`config.mk`:
```
export PLATFORM = sky130hd
export DESIGN_NAME = integer_to_roman_numeral_top
export DESIGN_NICKNAME = d
export VERILOG_FILES = /design/src/hdl/rn_pkg.sv /design/src/hdl/rn_front.sv /design/src/hdl/rn_fifo.sv /design/src/hdl/rn_back.sv /design/src/hdl/integer_to_roman_numeral_top.sv
export SDC_FILE = /design/constraint.sdc
export NUM_CORES = 1
export LEC_CHECK = 0
export BUFFER_PORTS_ARGS = -buffer_cell sky130_fd_sc_hd__buf_2
export CELL_PAD_IN_SITES_DETAIL_PLACEMENT = 0
export CELL_PAD_IN_SITES_GLOBAL_PLACEMENT = 1
export CORE_MARGIN = 4
export CORE_UTILIZATION = 45
export CTS_CLUSTER_SIZE = 28
export DETAILED_ROUTE_END_ITERATION = 12
export PLACE_DENSITY = 0.74
export SLEW_MARGIN = 10
export SYNTH_ARGS = -nofsm -noshare
export SYNTH_HDL_FRONTEND = slang
export SYNTH_SLANG_ARGS = --single-unit
```
`constraint.sdc`:
```
create_clock -name clk -period 4.9 [get_ports clk]
set_input_delay 0.245 -clock clk [delete_from_list [all_inputs] [get_ports clk]]
set_output_delay 0.245 -clock clk [all_outputs]
set_load 0.005 [all_outputs]
```
`src/hdl/rn_pkg.sv`:
```
`default_nettype none

package rn_pkg;

  // Input value width and the largest value that has a numeral
  localparam int ValueW = 12;
  localparam logic [ValueW-1:0] ValueMax = 12'd3999;

  // One converted value as it passes from the front end to the sequencer
  typedef struct packed {
    logic       range_error;
    logic [1:0] dig3;
    logic [3:0] dig2;
    logic [3:0] dig1;
    logic [3:0] dig0;
  } rn_entry_t;

  // Front-end digit extraction steps
  typedef enum logic [2:0] {
    FE_IDLE,
    FE_TH,
    FE_HU,
    FE_TE,
    FE_PUSH
  } fe_state_t;

endpackage

`default_nettype wire

```
`src/hdl/rn_front.sv`:
```
`default_nettype none

module rn_front (
  input  wire logic                clk,
  input  wire logic                rst,
  input  wire logic                s_tvalid,
  output logic                     s_tready,
  input  wire logic [15:0]         s_tdata,   // [11:0] value, [15:12] zero
  output logic                     push_valid,
  input  wire logic                push_ready,
  output rn_pkg::rn_entry_t        push_entry
);
  import rn_pkg::*;

  fe_state_t         state;
  fe_state_t         state_next;
  logic [ValueW-1:0] rest;
  logic              err;
  logic [1:0]        th;
  logic [3:0]        hu;
  logic [3:0]        te;
  logic [ValueW-1:0] value_in;
  logic              value_bad;
  logic [13:0]       wgt;
  logic [3:0]        q;
  logic [13:0]       sub;

  assign value_in  = s_tdata[ValueW-1:0];
  assign value_bad = (value_in == '0) || (value_in > ValueMax);

  // Pick the place weight for this step and find its decimal digit
  always_comb begin
    case (state)
      FE_TH:   wgt = 14'd1000;
      FE_HU:   wgt = 14'd100;
      default: wgt = 14'd10;
    endcase
    q   = '0;
    sub = '0;
    for (int k = 1; k < 10; k++) begin
      if ({2'b00, rest} >= wgt * 14'(k)) begin
        q   = 4'(k);
        sub = wgt * 14'(k);
      end
    end
  end

  // Step through thousands, hundreds and tens, then hand the entry over
  always_comb begin
    state_next = state;
    s_tready   = 1'b0;
    push_valid = 1'b0;
    case (state)
      FE_IDLE: begin
        s_tready = 1'b1;
        if (s_tvalid) begin
          state_next = value_bad ? FE_PUSH : FE_TH;
        end
      end
      FE_TH:   state_next = FE_HU;
      FE_HU:   state_next = FE_TE;
      FE_TE:   state_next = FE_PUSH;
      FE_PUSH: begin
        push_valid = 1'b1;
        if (push_ready) begin
          state_next = FE_IDLE;
        end
      end
      default: state_next = FE_IDLE;
    endcase
  end

  always_ff @(posedge clk) begin
    if (rst) begin
      state <= FE_IDLE;
    end else begin
      state <= state_next;
    end
  end

  // Capture the value, then peel off one digit per step
  always_ff @(posedge clk) begin
    if (s_tvalid && s_tready) begin
      rest <= value_in;
      err  <= value_bad;
    end
    case (state)
      FE_TH: begin
        th   <= q[1:0];
        rest <= rest - sub[ValueW-1:0];
      end
      FE_HU: begin
        hu   <= q;
        rest <= rest - sub[ValueW-1:0];
      end
      FE_TE: begin
        te   <= q;
        rest <= rest - sub[ValueW-1:0];
      end
      default: ;
    endcase
  end

  assign push_entry.range_error = err;
  assign push_entry.dig3        = th;
  assign push_entry.dig2        = hu;
  assign push_entry.dig1        = te;
  assign push_entry.dig0        = rest[3:0];

endmodule

`default_nettype wire

```
`src/hdl/rn_fifo.sv`:
```
`default_nettype none

module rn_fifo (
  input  wire logic         clk,
  input  wire logic         rst,
  input  wire logic         in_valid,
  output logic              in_ready,
  input  rn_pkg::rn_entry_t in_entry,
  output logic              out_valid,
  input  wire logic         out_ready,
  output rn_pkg::rn_entry_t out_entry
);
  import rn_pkg::*;

  rn_entry_t  mem [2];
  logic       wr_ptr;
  logic       rd_ptr;
  logic [1:0] count;
  logic       push;
  logic       pop;

  assign in_ready  = (count != 2'd2);
  assign out_valid = (count != 2'd0);
  assign push      = in_valid && in_ready;
  assign pop       = out_valid && out_ready;
  assign out_entry = mem[rd_ptr];

  // Advance pointers and occupancy
  always_ff @(posedge clk) begin
    if (rst) begin
      wr_ptr <= 1'b0;
      rd_ptr <= 1'b0;
      count  <= 2'd0;
    end else begin
      if (push) begin
        wr_ptr <= ~wr_ptr;
      end
      if (pop) begin
        rd_ptr <= ~rd_ptr;
      end
      case ({push, pop})
        2'b10:   count <= count + 2'd1;
        2'b01:   count <= count - 2'd1;
        default: count <= count;
      endcase
    end
  end

  // Store entries
  always_ff @(posedge clk) begin
    if (push) begin
      mem[wr_ptr] <= in_entry;
    end
  end

endmodule

`default_nettype wire

```
`src/hdl/rn_back.sv`:
```
`default_nettype none

module rn_back (
  input  wire logic         clk,
  input  wire logic         rst,
  input  wire logic         in_valid,
  output logic              in_ready,
  input  rn_pkg::rn_entry_t in_entry,
  output logic              m_tvalid,
  input  wire logic         m_tready,
  output logic [7:0]        m_tdata,   // [7:0] symbol
  output logic              m_tlast,   // last
  output logic              m_tuser    // range_error
);
  import rn_pkg::*;

  localparam logic [7:0] ChI = 8'h49;
  localparam logic [7:0] ChV = 8'h56;
  localparam logic [7:0] ChX = 8'h58;
  localparam logic [7:0] ChL = 8'h4C;
  localparam logic [7:0] ChC = 8'h43;
  localparam logic [7:0] ChD = 8'h44;
  localparam logic [7:0] ChM = 8'h4D;

  localparam logic [1:0] KindOne  = 2'd0;
  localparam logic [1:0] KindFive = 2'd1;
  localparam logic [1:0] KindTen  = 2'd2;

  // Symbols in a digit's numeral
  function automatic logic [2:0] pat_len(input logic [3:0] d);
    case (d)
      4'd1, 4'd5:             pat_len = 3'd1;
      4'd2, 4'd4, 4'd6, 4'd9: pat_len = 3'd2;
      4'd3, 4'd7:             pat_len = 3'd3;
      4'd8:                   pat_len = 3'd4;
      default:                pat_len = 3'd0;
    endcase
  endfunction

  // Which of the place's three letters sits at a position of the digit
  function automatic logic [1:0] pat_kind(input logic [3:0] d, input logic [1:0] p);
    case (d)
      4'd4:             pat_kind = (p == 2'd0) ? KindOne : KindFive;
      4'd5:             pat_kind = KindFive;
      4'd6, 4'd7, 4'd8: pat_kind = (p == 2'd0) ? KindFive : KindOne;
      4'd9:             pat_kind = (p == 2'd0) ? KindOne : KindTen;
      default:          pat_kind = KindOne;
    endcase
  endfunction

  function automatic logic [7:0] place_letter(input logic [1:0] pl, input logic [1:0] k);
    case ({pl, k})
      {2'd0, KindOne}:  place_letter = ChI;
      {2'd0, KindFive}: place_letter = ChV;
      {2'd0, KindTen}:  place_letter = ChX;
      {2'd1, KindOne}:  place_letter = ChX;
      {2'd1, KindFive}: place_letter = ChL;
      {2'd1, KindTen}:  place_letter = ChC;
      {2'd2, KindOne}:  place_letter = ChC;
      {2'd2, KindFive}: place_letter = ChD;
      {2'd2, KindTen}:  place_letter = ChM;
      default:          place_letter = ChM;
    endcase
  endfunction

  logic       active;
  logic       err;
  logic [1:0] place;
  logic [1:0] pos;
  logic [3:0] dig [4];
  logic [3:0] cur;
  logic [7:0] letter;
  logic       dig_end;
  logic       lower_found;
  logic [1:0] lower_place;
  logic       is_last;
  logic       emit;
  logic [1:0] load_place;

  assign in_ready = !active;
  assign emit     = active && (!m_tvalid || m_tready);
  assign cur      = dig[place];
  assign letter   = place_letter(place, pat_kind(cur, pos));
  assign dig_end  = ({1'b0, pos} + 3'd1) == pat_len(cur);
  assign is_last  = dig_end && !lower_found;

  // Find the highest nonzero place below the current one
  always_comb begin
    lower_found = 1'b0;
    lower_place = 2'd0;
    for (int i = 0; i < 4; i++) begin
      if ((2'(i) < place) && (dig[i] != 4'd0)) begin
        lower_found = 1'b1;
        lower_place = 2'(i);
      end
    end
  end

  // Start at the highest nonzero place of a new entry
  always_comb begin
    if (in_entry.dig3 != 2'd0) begin
      load_place = 2'd3;
    end else if (in_entry.dig2 != 4'd0) begin
      load_place = 2'd2;
    end else if (in_entry.dig1 != 4'd0) begin
      load_place = 2'd1;
    end else begin
      load_place = 2'd0;
    end
  end

  // Sequencer control and output valid
  always_ff @(posedge clk) begin
    if (rst) begin
      active   <= 1'b0;
      m_tvalid <= 1'b0;
    end else begin
      if (!active && in_valid) begin
        active <= 1'b1;
      end else if (emit && (err || is_last)) begin
        active <= 1'b0;
      end
      if (emit) begin
        m_tvalid <= 1'b1;
      end else if (m_tready) begin
        m_tvalid <= 1'b0;
      end
    end
  end

  // Load digits, walk the symbols, fill the output register
  always_ff @(posedge clk) begin
    if (!active && in_valid) begin
      err    <= in_entry.range_error;
      dig[3] <= {2'b00, in_entry.dig3};
      dig[2] <= in_entry.dig2;
      dig[1] <= in_entry.dig1;
      dig[0] <= in_entry.dig0;
      place  <= load_place;
      pos    <= 2'd0;
    end else if (emit && !err) begin
      if (dig_end) begin
        place <= lower_place;
        pos   <= 2'd0;
      end else begin
        pos <= pos + 2'd1;
      end
    end
    if (emit) begin
      m_tdata <= err ? 8'd0 : letter;
      m_tlast <= err || is_last;
      m_tuser <= err;
    end
  end

`ifndef SYNTHESIS
  a_err_single: assert property (@(posedge clk) disable iff (rst)
    m_tvalid && m_tuser |-> m_tlast && (m_tdata == 8'd0))
    else $error("range error result not a single zero symbol");

  a_sym_nonzero: assert property (@(posedge clk) disable iff (rst)
    m_tvalid && !m_tuser |-> (m_tdata != 8'd0))
    else $error("numeral result carries no letter");

  a_place_live: assert property (@(posedge clk) disable iff (rst)
    active && !err |-> (dig[place] != 4'd0))
    else $error("sequencer sits on an empty place");
`endif

endmodule

`default_nettype wire

```
`src/hdl/integer_to_roman_numeral_top.sv`:
```
`default_nettype none

// Integer to Roman numeral converter.
// Slave stream: one 12-bit unsigned value per transfer in s_tdata[11:0].
// Master stream: one ASCII letter per transfer in m_tdata, highest place
// first, m_tlast on the final letter of each value's numeral. Values 0 and
// above 3999 give one transfer with m_tdata 0, m_tuser and m_tlast high.
// The front end takes a value and extracts thousands, hundreds and tens in
// turn, then pushes the digits into a two-entry queue; it takes no new
// value until it has pushed the last (an out-of-range value skips the
// digit steps). The sequencer loads an entry, then emits one letter per
// cycle while m_tready does not hold it, up to 15 per value. The first
// letter is registered at the output after the entry is loaded.
// Reset clears the queue, the sequencer and the output valid.
// When m_tready is low the output register holds its letter, the sequencer
// waits, and the queue and front end keep filling until they are full.
module integer_to_roman_numeral_top (
  input  wire logic        clk,
  input  wire logic        rst,
  input  wire logic        s_tvalid,
  output logic             s_tready,
  input  wire logic [15:0] s_tdata,   // [11:0] value, [15:12] zero
  output logic             m_tvalid,
  input  wire logic        m_tready,
  output logic [7:0]       m_tdata,   // [7:0] symbol
  output logic             m_tlast,   // last
  output logic             m_tuser    // range_error
);
  import rn_pkg::*;

  rn_entry_t fe_entry;
  logic      fe_valid;
  logic      fe_ready;
  rn_entry_t q_entry;
  logic      q_valid;
  logic      q_ready;

  rn_front u_front (
    .clk        (clk),
    .rst        (rst),
    .s_tvalid   (s_tvalid),
    .s_tready   (s_tready),
    .s_tdata    (s_tdata),
    .push_valid (fe_valid),
    .push_ready (fe_ready),
    .push_entry (fe_entry)
  );

  rn_fifo u_fifo (
    .clk       (clk),
    .rst       (rst),
    .in_valid  (fe_valid),
    .in_ready  (fe_ready),
    .in_entry  (fe_entry),
    .out_valid (q_valid),
    .out_ready (q_ready),
    .out_entry (q_entry)
  );

  rn_back u_back (
    .clk      (clk),
    .rst      (rst),
    .in_valid (q_valid),
    .in_ready (q_ready),
    .in_entry (q_entry),
    .m_tvalid (m_tvalid),
    .m_tready (m_tready),
    .m_tdata  (m_tdata),
    .m_tlast  (m_tlast),
    .m_tuser  (m_tuser)
  );

endmodule

`default_nettype wire
```
# Word-level counts from Yosys, hierarchy flattened
# Memory sizes are Yosys's and may differ from the RTL's. A register that Yosys moved wholly into a read port is not among the register bits.
# Cells that the tools add are included.
# classes
addsub	5
multipliers	5
div	0
n_lt_le_gt_ge	14
eq_ne	16
n_shift	0
muxes	57
bitwise_logic	2
reduce_logical	39
# ops
op	count
$mux 12	9
$ge 12x13->1	4
$ge 12x14->1	2
$mul 10x3->13 const B	2
$mul 10x2->12 const B	2
$mux 2	12
$reduce_bool 4->1	6
$mux 1	21
$mux 3	7
$pmux 10 s2	1
$eq 4x3->1 const B	4
$reduce_bool 2->1	8
$pmux 3 s5	1
$mul 10x4->14 const B	1
$ge 12x10->1	1
$ge 12x11->1	1
$ge 12x12->1	1
$gt 12x12->1 const B	1
$logic_not 12->1	1
$sub 12x12->12	1
$logic_and 1x1->1	11
$mux 11	1
$mux 10	1
$eq 4x4->1 const B	2
23 further kinds	37
# totals
register_bits	47
latch_bits	0
ram_bits	46
romBits	128
output_inout_bits	12
elab_cells	159
n_memories	4
# memory_table
memory	depth	width	rd	rd_clocked_by_memory_dff	wr	line	rtl
(name not given)	16	5	1	1	0	rn_back.sv:52	case ({pl, k})
(name not given)	16	3	1	0	0	rn_back.sv:31	case (d)
u_fifo.mem	2	15	1	1	1	rn_fifo.sv:15	rn_entry_t mem [2];
u_back.dig	4	4	5	1	4	rn_back.sv:70	logic [3:0] dig [4];

# Logic depth before layout (Yosys ltp)
# Gate-level depths: netlist of run 1.
# logic_depth
ltp_word	14
mapped_depth	27

# Modules after synthesis
# From an unflattened synthesis of run 1, not the netlist that was laid out.
# hier_totals
cells_unflattened	638
area_unflattened_um2	6576.3
# by_module_without_submodules
module	n_inst	cells_per_inst	area_per_inst_um2
rn_front	1	434	3654.8
rn_back	1	133	1619.1
rn_fifo	1	71	1302.5

# Worst setup path before layout of run 1
# Ideal clock, no wire load.
# synth_timing
path_kind	reg-to-reg
from	reg u_front.state[2]
to	reg u_front.rest[10], data pin
arrival_time_ns	5.218
required_ns	4.763
path_slack_ns	-0.456
stages_incl_launch_ff	28
path_buffers	4
period_less_slack_ns	5.356
cell_sequence	dfxtp_1 -> clkbuf_1 -> nor2_1 -> nand2_1 -> clkbuf_1 -> ha_1 -> nor2_4 -> inv_1 -> ha_1 -> clkbuf_1 -> nand3b_1 -> a2111oi_0 -> o21ai_0 -> nand2_1 -> buf_2 -> a21oi_1 -> o31ai_1 -> a311oi_1 -> o31a_1 -> ha_1 -> nor2b_1 -> o21ai_0 -> a21oi_1 -> o21ai_0 -> a21boi_0 -> o211ai_1 -> a2111o_1 -> nand4_1
# synth_between
elab_chain_len	14
# synth_rtl
item	line	rtl
start, declared	rn_front.sv:15	fe_state_t state;
start signal, assigned	rn_front.sv:77	state <= state_next;
parallel branches: the longest is 13 deep, another holds $ge 12x14->1	n/a	
$mux 12 (*)	n/a	
end signal, assigned	rn_front.sv:90	rest <= rest - sub[ValueW-1:0];
end signal, assigned	rn_front.sv:94	rest <= rest - sub[ValueW-1:0];
end signal, assigned	rn_front.sv:98	rest <= rest - sub[ValueW-1:0];
end, declared	rn_front.sv:17	logic [ValueW-1:0] rest;
# Mark *: on every way between the ends.
# A chain may end at the register's enable or synchronous reset.

# Worst setup path in the final report of run 1
# layout_timing
from	reg u_front.state[0]
to	reg u_front.rest[11], data pin
# Same word-level chain as after synthesis.

==> results of run 1 <==
## sequential cells by signal (all words and copies together) (netlist names), 3 cells and up, named ones only
signal / count
u_front.rest: 12
u_front.te: 4
u_fifo.mem: 30
u_front.hu: 4
u_back.m_tdata: 6
u_front.state: 3
u_back.dig: 14
## cell type report
cell class	instances	area, um2	share of cell area [%]
Multi-Input combinational cell	493	4350	48.7
Sequential cell	92	2630	29.4
Timing Repair Buffer	170	1270	14.2
Clock buffer	10	229	2.56
Tap cell	180	225	2.52
Inverter	43	164	1.83
Clock inverter	6	78.8	0.881
## synth_stat cells, types with 4 or more instances
cell,instances,area (um2)
a311oi_1,5,43.8
nor2b_1,12,75.1
nand3_1,12,60.1
o21ai_1,4,20.0
mux2i_1,6,60.1
nand2_1,40,150
nor3_1,11,55.1
clkbuf_1,13,48.8
inv_1,41,154
a21oi_1,43,215
edfxtp_1,78,2340
a211oi_1,12,90.1
o211ai_1,4,30.0
xnor2_1,8,70.1
a21o_1,5,37.5
o31ai_1,10,75.1
and2_1,4,25.0
o21a_1,8,60.1
and3_1,5,31.3
nand3b_1,4,30.0
nand4_1,9,56.3
nand2b_1,8,50.1
ha_1,82,1030
nor2_1,54,203
mux2_2,16,180
dfxtp_1,14,280
o21ai_0,39,195
or3_1,4,25.0
nor3b_1,4,30.0
buf_2,4,20.0
nor4_1,12,75.1
a31oi_1,4,25.0
## per-stage QoR
stage	cells	setup WS (ns)	total power (uW)	instance area (um2)	utilization [%]
final	994	-0.0109	4360	8940	63.9
after global routing	994	-0.210	4640	8940	63.9
after CTS	984	-0.0698	4130	8480	60.7
after detailed placement	954	-0.324	3200	7710	55.1
after global placement	954	-0.303	3140	7710	55.1
after floorplan	648	0.00705	2420	6570	-
## worst max-delay path: stages (launching register included)
cell and delay, ns:
dfxtp_2 0.33, or3b_4 0.41, ha_4 0.19, nor2_4 0.15, inv_2 0.08, buf_6 0.14, buf_6 0.12, ha_4 0.26
nand2_2 0.07, nor3b_2 0.21, o2111ai_1 0.15, and3_4 0.25, buf_6 0.13, o21bai_4 0.15, a211oi_2 0.09, o31ai_2 0.27
a32oi_2 0.19, ha_1 0.33, or3_4 0.40, o21ai_2 0.07, a21oi_2 0.06, a31o_4 0.25, buf_6 0.12, nand3_2 0.06
mux2_4 0.14, nand3_2 0.06
## logic make-up (layout without fill, tap and decap cells)
family	Yosys count	after routing	synth area share (%)
muxes	26	26	4.91
and+or+nand+nor	193	193	15.1
other	2	3	0.116
xor gates and xnor gates	11	11	1.48
DFF	92	92	40.3
buffers and inverters	63	229	3.83
AOI/OAI and AO/OA	178	178	18.5
adders and majority gates	82	82	15.8
## what timing repair did
item / 4_1_cts / 5_1_grt
buffers inserted: 14 / 12
resized for setup: 70 / 79
pin swaps: 36 / 58
setup endpoints to repair: 6 / 6
## path summary, 6_finish.rpt
check                        start                to  slack (ns)  cells past startpoint
setup reg to reg  u_front.state[0]  u_front.rest[11]       -0.01                     25
hold reg to reg      u_front.te[1]  u_fifo.mem[1][5]        0.45                      0
hold / removal                 rst   u_fifo.count[0]        0.21                      2
setup / recovery  u_front.state[0]  u_front.rest[11]       -0.01                     25
## power groups by stage
stage / sequential, uW / clock, uW / combinational, uW
global placement: 1220 / 0 / 1920
CTS: 1220 / 735 / 2170
detailed placement: 1230 / 0 / 1970
floorplan: 1150 / 0 / 1270
finish: 1220 / 723 / 2410
global route: 1240 / 772 / 2630
## metal layers
metal | vias to the layer above | track usage, %
li1 | 2772 | -
met1 | 2828 | 28.4
met2 | 177 | 43.5
met3 | 60 | 4.33
met4 | 0 | 10.4
met5 | - | 0
==> metrics.yaml, run 1 <==
setup_viol: 1
routed.top_layer: "met4"
crit_fanout: 5
p_per_area_nw_per_um2: 487
power.share.switching_pct: 40.0
p_seq_share_pct: 28.0
critPathCaptureType: "flip-flop"
arrival_ns: 5.00
status: "finished, violations left"
final_cell_mix: "131 x buf_4, 78 x edfxtp_1, 58 x ha_1"
synth_enable_flop_cells: 78
drtAntennaViolNets: 0
whs_ns: 0.215
final_common_cell: "buf_4"
clockRootBuffer: "clkbuf_16"
die_h_um: 128
fin_worst_skew_ns: 0.0119
routabilityCongestion: 0.990
dieArea_um2: 16400
synthArstFlopShare_pct: 0
peakVddDrop_mv: 0.221
p_sw_uw: 1740
core_um2: 14000
wl_met2_um: 10300
synth_cells: 647
ys.flop_type: "edfxtp_1"
p_int_uw: 2610
initial_core_util_pct: 46.5
overflow: 0
vias_per_cell: 5.87
dr.pass1.iters: 5
hold_buffers: 0
htree_levels: 3
clk_latency_ns: 0.34
syn_area_um2: 6500
port_buffers: 25
cts_buffer_depth: 2
slew_viol_final: 0
fin_crit_sh_pct: 100
worstMarginPinSlew_ns: 0.694
ys_seq_area_share_pct: 40.3
avgSynthCellArea_um2: 10.0
max_freq_ghz: 0.204
worst-setup-path-type: "reg2reg"
synth_cell_types: 76
timing.final.crit_period_ns: 4.91
pwr-share-clk_pct: 16.6
synth_warnings: 0
final.setup.tns_ns: -0.0109
track_usage_pct: 24.3
setup_ws_ns: -0.0109
routed_wl_um: 20200
route.met3.wl_um: 982
nFillCells: 1181
violations: "setup timing"
vias: 5837
syn_to_final_growth_pct: 37.6
m1WireLength_um: 8140
ys_ff_latch: 92
critPathRequiredTime_ns: 4.99
finalHoldViolCount: 0
cts_inserted_buffers: 9
nets: 911
leakagePower_uw: 0.00356
grt_pass1_vias: 5863
antenna_found_initial: 0
antennaDiodeCount: 0
grt_max_degree: 22
grt_pass1_wl_um: 30900
maxCapViolations: 0
drive_gt1_share_pct: 39.7
startpoint_type: "flip-flop"
io_pins: 32
combPwrFrac_pct: 55.4
tritoncts: "yes"
avgRoutedWirePerCell_um: 20.4
route.detailed.drc: 0
rsz0062_at_grt: "true"
drt_iter0_drc: 402
clk_pin_slew_ns: 0.07
die_x_um: 128
cts_sinks: 92
rows: 43
hold_class: "in2reg"
slew_headroom_pct: 53.3
post-dp-hpwl_um: 15200
Note: power is estimated with default switching activity, not from simulation.
==> run 2: changes to the inputs <==
--- a/config.mk
+++ b/config.mk
@@ -10,7 +10,7 @@
 export CELL_PAD_IN_SITES_GLOBAL_PLACEMENT = 1
 export CORE_MARGIN = 4
 export CORE_UTILIZATION = 45
-export CTS_CLUSTER_SIZE = 28
+export CTS_BUF_LIST = sky130_fd_sc_hd__clkbuf_16
 export DETAILED_ROUTE_END_ITERATION = 12
 export PLACE_DENSITY = 0.74
 export SLEW_MARGIN = 10
==> metrics.yaml, run 2 (synthesis gave the netlist of run 1 again) <==
status: "finished, violations left"  # unchanged
violations: "setup timing"  # unchanged
htree_levels: 3  # unchanged
setup_viol: 1  # unchanged
drive_gt1_share_pct: 39.7  # unchanged
rsz0062_at_grt: "true"  # unchanged
crit_end: "u_front.rest[11]"  # unchanged
largest_reg_flops: 30  # unchanged
worstReg2RegStart: "u_front.state[0]"  # unchanged
startpoint_type: "flip-flop"  # unchanged
cts_buffer_depth: 2  # unchanged
final_cell_mix: "131 x buf_4, 78 x edfxtp_1, 58 x ha_1"  # unchanged
timing.final.crit_period_ns: 4.90  # was 4.91 ns
die_h_um: 128  # unchanged
top_regs: "u_fifo.mem x30, u_back.dig x14, u_front.rest x12"  # unchanged
rows: 43  # unchanged
overflow: 0  # unchanged
slew_viol_final: 0  # unchanged
drtAntennaViolNets: 0  # unchanged
nets: 911  # unchanged
nFillCells: 1181  # unchanged
final.setup.tns_ns: -0.00385  # was -0.0109 ns
io_pins: 32  # unchanged
worst-setup-path-type: "reg2reg"  # unchanged
antennaDiodeCount: 0  # unchanged
p_seq_share_pct: 28.0  # about the same
vias_per_cell: 5.89  # was 5.87
regMostFlops: "u_fifo.mem"  # unchanged
routed_wl_um: 20300  # was 20200 um
placed_cells: 954  # unchanged
peakVddDrop_mv: 0.222  # was 0.221 mV
critPathCaptureType: "flip-flop"  # unchanged
hold_class: "in2reg"  # unchanged
p_int_uw: 2610  # about the same
arrival_ns: 5.00  # about the same
track_usage_pct: 24.3  # unchanged
initial_core_util_pct: 46.5  # unchanged
whs_ns: 0.214  # was 0.215 ns
vias: 5856  # was 5837
core_um2: 14000  # unchanged
leakagePower_uw: 0.00356  # about the same
maxCapViolations: 0  # unchanged
clk_latency_ns: 0.34  # about the same
syn_to_final_growth_pct: 37.6  # unchanged
fin_crit_sh_pct: 100  # about the same
avgRoutedWirePerCell_um: 20.4  # about the same
cp-startpoint: "u_front.state[0]"  # unchanged
antenna_found_initial: 0  # unchanged
p_per_area_nw_per_um2: 487  # about the same
post-dp-hpwl_um: 15200  # unchanged
p_sw_uw: 1740  # about the same
combPwrFrac_pct: 55.4  # about the same
power.share.switching_pct: 40.0  # about the same
routabilityCongestion: 0.990  # unchanged
r2r-end: "u_front.rest[11]"  # unchanged
slew_headroom_pct: 53.0  # was 53.3%
dr.pass1.iters: 5  # unchanged
setup_ws_ns: -0.00385  # was -0.0109 ns
fin_worst_skew_ns: 0.0120  # was 0.0119 ns
multi_input_area_um2: 4350  # unchanged
drt_iter0_drc: 400  # was 402
stdcell_area_um2: 8940  # unchanged
route.detailed.drc: 0  # unchanged
fin_util_pct: 63.9  # unchanged
critPathRequiredTime_ns: 4.99  # about the same
finalHoldViolCount: 0  # unchanged
dieArea_um2: 16400  # unchanged
crit_fanout: 5  # unchanged
max_freq_ghz: 0.204  # about the same
pwr-share-clk_pct: 16.6  # about the same
port_buffers: 25  # unchanged
grt_max_degree: 22  # unchanged
r2r_slack_ns: -0.004  # was -0.01 ns
grt_pass1_wl_um: 30900  # unchanged
die_x_um: 128  # unchanged
cts_inserted_buffers: 9  # unchanged
clk_pin_slew_ns: 0.07  # about the same
worstRegToRegCells: 25  # unchanged
cts_sinks: 92  # unchanged
clockRootBuffer: "clkbuf_16"  # unchanged
place_area_um2: 7710  # unchanged
fin_cells: 994  # unchanged
grt_pass1_vias: 5863  # unchanged
final_common_cell: "buf_4"  # unchanged
tritoncts: "yes"  # unchanged
ff_latch_area_um2: 2630  # unchanged
worstMarginPinSlew_ns: 0.698  # was 0.694 ns
==> run 2: changes by cell type in the layout (fill, tap and decap cells not counted) <==
cell	change
inv_1	+1
clkbuf_1	-1
==> run 2: how the worst min path moves through the flow <==
stage,from,endpoint,slack (ns),cells past startpoint
global placement,u_front.err,u_fifo.mem[1][14],0.42,0
floorplan,u_front.hu[2],u_fifo.mem[0][10],0.42,0
finish,rst,u_fifo.count[0],0.21,2
global route,rst,u_fifo.count[0],0.21,2
CTS,m_tready,u_back.m_tvalid,0.20,3
detailed placement,u_front.hu[1],u_fifo.mem[0][9],0.43,0
==> run 2: worst max-delay path, stage by stage (launching register included) <==
cell and delay [ns]:
dfxtp_2 0.33, or3b_4 0.41, ha_4 0.19, nor2_4 0.15
inv_2 0.08, buf_6 0.14, buf_6 0.12, ha_4 0.26
nand2_2 0.07, nor3b_2 0.20, o2111ai_1 0.14, and3_4 0.25
buf_6 0.13, o21bai_4 0.15, a211oi_2 0.09, o31ai_2 0.27
a32oi_2 0.19, ha_1 0.33, or3_4 0.40, o21ai_2 0.07
a21oi_2 0.06, a31o_4 0.25, buf_6 0.12, nand3_2 0.06
mux2_4 0.14, nand3_2 0.06
==> run 2: cell type report <==
class | instances | share of cell area, %
flip-flops and latches | 92 | 29.4
inverters | 43 | 1.83
clock buffers | 9 | 2.52
clock inverters | 7 | 0.923
repair buffers | 170 | 14.2
multi-input cells | 493 | 48.7
well taps | 180 | 2.52
==> run 2: power by group through the flow <==
stage / sequential, uW / clock [uW] / combinational, uW
6_report: 1220 / 721 / 2410
5_1_grt: 1240 / 770 / 2630
4_1_cts: 1220 / 733 / 2170
3_5_place_dp: 1230 / 0 / 1970
3_3_place_gp: 1220 / 0 / 1920
2_1_floorplan: 1150 / 0 / 1270
==> run 2: layer usage <==
layer,GRT usage [%],up-vias,wire length [um]
met5,0,-,0
met4,10.4,0,870
met1,28.4,2824,8110
met2,43.5,193,10200
li1,-,2775,-
met3,4.33,64,1030
==> run 2: what timing repair did <==
| item | 4_1_cts | 5_1_grt |
|---|---|---|
| endpoints found under the setup margin | 6 | 6 |
| hold buffers | 0 | 0 |
| resized for setup | 70 | 79 |
| buffers inserted | 14 | 12 |
| pin swaps | 36 | 58 |
==> run 2: per-stage QoR <==
stage	setup slack, ns	power [uW]
after global routing	-0.210	4640
after detailed placement	-0.324	3200
after global placement	-0.303	3140
after CTS	-0.0698	4120
after floorplan	0.00705	2420
final	-0.00385	4350
